--- config.mk ---
export PLATFORM = sky130hd
export DESIGN_NAME = lzwc_out_stage
export DESIGN_NICKNAME = d
export VERILOG_FILES = /design/src/sv/lzwc_pkg.sv /design/src/sv/lzwc_out_stage.sv
export SDC_FILE = /design/constraint.sdc
export NUM_CORES = 1
export LEC_CHECK = 0
export ABC_AREA = 1
export BUFFER_PORTS_ARGS = -buffer_cell sky130_fd_sc_hd__buf_4
export CAP_MARGIN = 20
export CORE_MARGIN = 2
export CORE_UTILIZATION = 40
export CTS_CLUSTER_DIAMETER = 80
export DETAILED_ROUTE_END_ITERATION = 7
export PLACE_DENSITY_LB_ADDON = 0.1
export SLEW_MARGIN = 20
export SYNTH_ARGS = -nofsm -noshare
export SYNTH_HDL_FRONTEND = slang
export SYNTH_SLANG_ARGS = --single-unit
--- constraint.sdc ---
create_clock -name i_clk -period 1.1 [get_ports i_clk]
set_input_delay 0.11 -clock i_clk [delete_from_list [all_inputs] [get_ports i_clk]]
set_output_delay 0.11 -clock i_clk [all_outputs]
set_load 0.01 [all_outputs]
--- src/sv/lzwc_pkg.sv ---
// ----------------------------------------------------------------------------
// lzwc_pkg
// Types and fixed constants shared by the LZW stream compressor files.
// ----------------------------------------------------------------------------
package lzwc_pkg;

    typedef struct packed {
        logic [7:0] data_byte;
        logic       last_byte;
    } t_in_item;

    typedef struct packed {
        logic [7:0] out_byte;
        logic       last_of_run;
        logic       stream_end;
    } t_out_item;

    typedef struct packed {
        logic       push;
        logic [7:0] push_byte;
        logic       flush;
        logic       flush_end;
    } t_push_ctl;

    localparam int         CODE_CLEAR = 256;
    localparam int         FIRST_FREE = 257;
    localparam logic [4:0] MIN_WIDTH  = 5'd9;
    localparam logic [7:0] HDR_MAGIC0 = 8'h1F;
    localparam logic [7:0] HDR_MAGIC1 = 8'h9D;
    localparam logic [7:0] HDR_FLAG   = 8'h80;

endpackage

--- src/sv/lzwc_out_stage.sv ---
// ----------------------------------------------------------------------------
// lzwc_out_stage
// Holds the newest output byte until it is known whether another byte of the
// same item follows, then moves it into the output register with its flags.
// ----------------------------------------------------------------------------
module lzwc_out_stage (
    input  logic                i_clk,
    input  logic                i_rst_n,
    input  lzwc_pkg::t_push_ctl i_ctl,
    output logic                o_ready,
    output logic                o_out_valid,
    input  logic                i_out_stall,
    output lzwc_pkg::t_out_item o_out_data
);
    import lzwc_pkg::*;

    logic       r_hold_v;
    logic [7:0] r_hold_b;
    logic       r_out_v;
    t_out_item  r_out;
    logic       w_out_free;

    assign w_out_free  = !r_out_v || !i_out_stall;
    assign o_ready     = !r_hold_v || w_out_free;
    assign o_out_valid = r_out_v;
    assign o_out_data  = r_out;

    always_ff @(posedge i_clk) begin
        if (!i_rst_n) begin
            r_hold_v <= 1'b0;
            r_out_v  <= 1'b0;
        end else begin
            if (w_out_free) begin
                r_out_v <= 1'b0;
            end
            if (i_ctl.push && o_ready) begin
                r_hold_v <= 1'b1;
                if (r_hold_v) begin
                    r_out_v <= 1'b1;
                end
            end else if (i_ctl.flush && r_hold_v && w_out_free) begin
                r_hold_v <= 1'b0;
                r_out_v  <= 1'b1;
            end
        end
    end

    always_ff @(posedge i_clk) begin
        if (i_ctl.push && o_ready) begin
            r_hold_b <= i_ctl.push_byte;
            if (r_hold_v) begin
                r_out <= '{out_byte: r_hold_b, last_of_run: 1'b0, stream_end: 1'b0};
            end
        end else if (i_ctl.flush && r_hold_v && w_out_free) begin
            r_out <= '{out_byte: r_hold_b, last_of_run: 1'b1, stream_end: i_ctl.flush_end};
        end
    end

    a_push_only_when_ready: assert property (@(posedge i_clk) disable iff (!i_rst_n)
        (i_ctl.push && r_hold_v && !w_out_free) |=> $stable(r_hold_b))
        else $error("held byte overwritten while output was blocked");
    a_flush_empties: assert property (@(posedge i_clk) disable iff (!i_rst_n)
        (i_ctl.flush && !i_ctl.push && w_out_free) |=> !r_hold_v)
        else $error("flush left a byte in the hold register");
    a_out_after_hold: assert property (@(posedge i_clk) disable iff (!i_rst_n)
        ($rose(r_out_v)) |-> $past(r_hold_v))
        else $error("output byte appeared without a held byte");

endmodule

## Word level (Yosys, flattened, before mapping)

Index checks and enable logic that the tools add are counted.

| cells by class | value |
|---|---|
| mux-type cells | 9 |
| equal/unequal tests | 1 |
| reduce and logical (&&, ||, !) cells | 10 |

Operator list:

| operator | number |
|---|---|
| 2-to-1 mux 10 bit | 3 |
| 2-to-1 mux 1 bit | 6 |
| logical AND 1 bit | 3 |
| logical NOT 1 bit | 3 |
| logical OR 1 bit | 2 |
| inequality test 2 bit (second input constant) | 1 |
| AND reduction 2 bit | 1 |
| nonzero test 2 bit | 1 |

| storage, ports and cells | value |
|---|---|
| output and inout port bits | 12 |
| bits of input ports | 14 |
| word-level logic and storage cells | 26 |
| register bits | 20 |

## Logic depth before layout (Yosys ltp)

| depth | value |
|---|---|
| word-level depth | 6 |
| depth in mapped cells | 5 |
| depth with buffers taken out | 5 |

## Worst setup path before layout

No wires, ideal clock.

| path | value |
|---|---|
| path kind | flip-flop to flip-flop |
| from | reg r_out_v (netlist: o_out_valid) |
| to | reg r_out, in the netlist o_out_data[0] (enable) |
| arrival | 0.802 ns |
| path slack | -0.036 ns |
| cell stages (with the launch flop) | 4 |
| period minus slack after synthesis | 1.136 ns |
| library setup time | 0.334 ns |
| required time | 0.766 ns |
| path buffers | 0 |
| cell sequence | dfxtp_1 nand3_2 nand3_1 inv_1 |

| on the way | value |
|---|---|
| longest elaborated chain between the ends | 6 |
| elaborated cells between the ends (all ways) | 8 |
| those cells by class | eq/ne (1); reduce/logical (7) |

Ends and longest elaborated chain:

| what | RTL line | source |
|---|---|---|
| start: declaration | lzwc_out_stage.sv:19 | `logic r_out_v;` |
| start signal: assignment | lzwc_out_stage.sv:31 | `r_out_v <= 1'b0;` |
| start signal: assignment | lzwc_out_stage.sv:34 | `r_out_v <= 1'b0;` |
| start signal: assignment | lzwc_out_stage.sv:39 | `r_out_v <= 1'b1;` |
| logical NOT 1 bit (*) | lzwc_out_stage.sv:23 | `assign w_out_free = !r_out_v \|\| !i_out_stall;` |
| logical OR 1 bit (*) | lzwc_out_stage.sv:23 |  |
| logical OR 1 bit (*) | lzwc_out_stage.sv:24 | `assign o_ready = !r_hold_v \|\| w_out_free;` |
| named net o_ready | lzwc_out_stage.sv:10 | `output logic o_ready,` |
| logical AND 1 bit (*) | lzwc_out_stage.sv:49 | `if (i_ctl.push && o_ready) begin` |
| inequality test 2 bit (no line) / nonzero test 2 bit (equally long branches) | n/a |  |
| AND reduction 2 bit (no line) (*) | n/a |  |
| end signal: assignment | lzwc_out_stage.sv:52 | `r_out <= '{out_byte: r_hold_b, last_of_run: 1'b0, stream_end: 1'b0};` |
| end signal: assignment | lzwc_out_stage.sv:55 | `r_out <= '{out_byte: r_hold_b, last_of_run: 1'b1, stream_end: i_ctl.flush_end};` |
| end: declaration | lzwc_out_stage.sv:20 | `t_out_item r_out;` |

The timed path passes the listed nets; every way through them passes the cells marked *.
A chain may end at the register's enable or synchronous reset.

## Worst setup path after layout

| path | value |
|---|---|
| from | reg r_hold_v |
| to | reg r_out, in the netlist o_out_data[4] (enable) |

| on the way | value |
|---|---|
| longest elaborated chain between the ends | 5 |
| elaborated cells between the ends (all ways) | 8 |
| those cells by class | eq/ne (1); reduce/logical (7) |

Ends and longest elaborated chain:

| what | RTL line | source |
|---|---|---|
| start: declaration | lzwc_out_stage.sv:17 | `logic r_hold_v;` |
| start signal: assignment | lzwc_out_stage.sv:30 | `r_hold_v <= 1'b0;` |
| start signal: assignment | lzwc_out_stage.sv:37 | `r_hold_v <= 1'b1;` |
| start signal: assignment | lzwc_out_stage.sv:42 | `r_hold_v <= 1'b0;` |
| logical NOT 1 bit | lzwc_out_stage.sv:24 |  |
| logical OR 1 bit | lzwc_out_stage.sv:24 |  |
| logical AND 1 bit | lzwc_out_stage.sv:49 |  |
| inequality test 2 bit (no line) / nonzero test 2 bit (equally long branches) | n/a |  |
| AND reduction 2 bit (no line) (*) | n/a |  |

Every way passes the cells marked *; elsewhere a longest branch is shown, timed or not.

==> impl_metrics.json <==
{
  "clockRootBuffer": "clkbuf_4",
  "min_period_ps": 1049,
  "leakage_nw": 0.4344,
  "htreeDepth": 1,
  "place.detailed.hpwl_um": 725.8,
  "rsz0062_at_grt": "no",
  "clk_pin_slew_ps": 120,
  "die_area_sq_um": 2010,
  "cts_tree": "built",
  "num_vias": 393,
  "grt_pass1_wl_mm": 1.718,
  "drive_gt1_share_pct": 52.63,
  "seq_area_sq_um": 588.1,
  "setup_viol": 0,
  "crit_type": "reg -> reg",
  "rows": 14,
  "fin_worst_skew_ps": 14.10,
  "detail-route-antenna-nets": 0,
  "dr.pass1.iters": 3,
  "synthMuxAreaShare_pct": 0,
  "powerDensity_nw_per_um2": 1571,
  "gp_congestion": 0.6443,
  "drt_iter0_drc": 6,
  "yosys_warnings": 0,
  "synth_xor_area_share_pct": 0,
  "core_sq_um": 1541,
  "multi_input_area_sq_um": 86.33,
  "grt_pass1_vias": 397,
  "drc": 0,
  "synth_fa_ha_area_share_pct": 0,
  "grt_overflow": 0,
  "die_width_um": 44.83,
  "post_drt_wl_per_cell_um": 11.22,
  "reg2reg_slack_ps": 50,
  "numCtsBuffers": 3,
  "ir_worst_vdd_mv": 0.9227,
  "drt-total-wl_mm": 1.032,
  "cap_violations": 0,
  "netlist_area_sq_um": 666.9,
  "ys_seq_area_share_pct": 87.05,
  "holdWs_ps": 51.58,
  "critPathArrivalTime_ps": 1070,
  "nets": 91,
  "synth_top_family_by_area": "simple AND/OR/NAND/NOR gates",
  "run_status": "completed",
  "crit_path_start_kind": "flop",
  "start_util_pct": 43.26,
  "grt_usage_pct": 12.29,
  "fin_util_pct": 68.34,
  "postCtsSetupBuffers": 0,
  "antenna_found_initial": 0,
  "synth_compound_area_share_pct": 2.064,
  "syn-mean-instance-area_sq_um": 17.55,
  "crit_path_end_kind": "flop",
  "required_ps": 1120,
  "cts_buffer_depth": 2,
  "io_pins": 26,
  "synth_cell_types": 11,
  "synth_cells": 38,
  "diodes": 0,
  "fmax_mhz": 953.6,
  "fillers": 112,
  "ys_ff_latch": 20,
  "crit_path_max_fanout": 5,
  "maxSlewHeadroom_pct": 92.09,
  "worst_slew_pin_slew_ps": 118.6,
  "syn_to_final_growth_pct": 57.97,
  "layout_worst_path_cycle_share_pct": 95.34,
  "yosys.area_share.simple_pct": 7.505,
  "grt_max_degree": 13,
  "clock-sinks": 20,
  "clk_latency_ps": 290,
  "fp.dieH_um": 44.83,
  "portBuffers": 25,
  "syn_nets": 52,
  "worstHoldPathType": "in -> reg",
  "slew_viol_final": 0,
  "viasPerCell": 4.272,
  "hold_viol_final": 0
}
[kinds of logic (layout without fill, tap and decap cells)]
family                 after synthesis  after routing
flip-flops                          20             20
buffers and inverters                6             44
AO/OA/AOI/OAI                        2              2
AND/OR/NAND/NOR                     10             10
[per-stage QoR]
| step | area (sq um) | instances | TNS (ps) | setup WS [ps] | total power, mW |
|---|---|---|---|---|---|
| floorplan | 666.9 | 38 | 0 | 50.50 | 0.9672 |
| global placement | 874.6 | 79 | 0 | 11.37 | 1.054 |
| detailed placement | 874.6 | 79 | -252.3 | -25.52 | 1.057 |
| CTS | 1025 | 92 | 0 | 15.06 | 1.659 |
| global route | 1054 | 92 | 0 | 0.9819 | 1.730 |
| finish | 1054 | 92 | 0 | 51.29 | 1.655 |
[state kept, by name (all words and copies together), names as in the netlist]
name,cells
o_out_valid,1
r_hold_b,8
r_hold_v,1
o_out_data,10
[critical path: stages (launching register included)]
cell and delay (ps):
dfxtp_4 390, nand2_1 60, nand2_2 90, nand3_4 100
clkinvlp_4 130
[report_power, final]
part,internal [mW],leakage [nW],switching (mW),total [mW]
Combinational,0.0961,0.215,0.0784,0.175
Clock,0.368,0.0279,0.211,0.579
Sequential,0.884,0.192,0.0181,0.902
Total,1.35,0.434,0.307,1.65
[cell usage after synthesis (all sizes together)]
master / n / area [sq um]
nand2: 7 / 28.78
edfxtp: 18 / 540.5
dfxtp: 2 / 40.04
inv: 6 / 22.52
nand3: 2 / 15.01
a21oi: 2 / 13.76
nor2: 1 / 6.260
[final timing paths]
check / startpoint / to / cells after the start
max: r_hold_v$_SDFFE_PN0P_ / o_out_data[4]$_DFFE_PP_ / 4
max reg2reg: r_hold_v$_SDFFE_PN0P_ / o_out_data[4]$_DFFE_PP_ / 4
min: i_rst_n / r_hold_v$_SDFFE_PN0P_ / 3
min reg2reg: r_hold_b[6]$_DFFE_PP_ / o_out_data[8]$_DFFE_PP_ / 0
[per-layer routing]
layer / up-vias / part of all wire (%) / global-route usage [%]
met2: 18 / 47 / 18.84
met1: 162 / 45 / 16.40
met5: - / 0 / 0
li1: 211 / - / -
met3: 2 / 7.5 / 3.600
met4: 0 / 0.78 / 5.294
[cell usage in the layout, fill, tap and decap left out, types with 2 or more instances in the layout]
cell type and instances:
clkbuf_4 3, edfxtp_1 18, dfxtp_4 2, nand2_1 5, inv_1 4, dlygate4sd3_1 8, nand3_4 2, inv_4 2
nand2_2 2, buf_4 24
[cell type report]
type                            count  area share, %
Sequential cell                    20          55.82
Timing Repair Buffer               33          25.77
Multi-Input combinational cell     12          8.195
Clock inverter                      1          2.850
Inverter                            6          2.613
Clock buffer                        3          2.138
Tap cell                           16          1.900
Timing Repair inverter              1         0.7126
[timing repair]
action | 4_1_cts | 5_1_grt
endpoints found under the hold margin | 8 | 0
pin swaps | 0 | 1
resized for setup | 4 | 7
setup endpoints to repair | 11 | 11
cloned | 1 | 0
hold buffers | 8 | 0
Note: power is estimated with default switching activity, not from simulation.
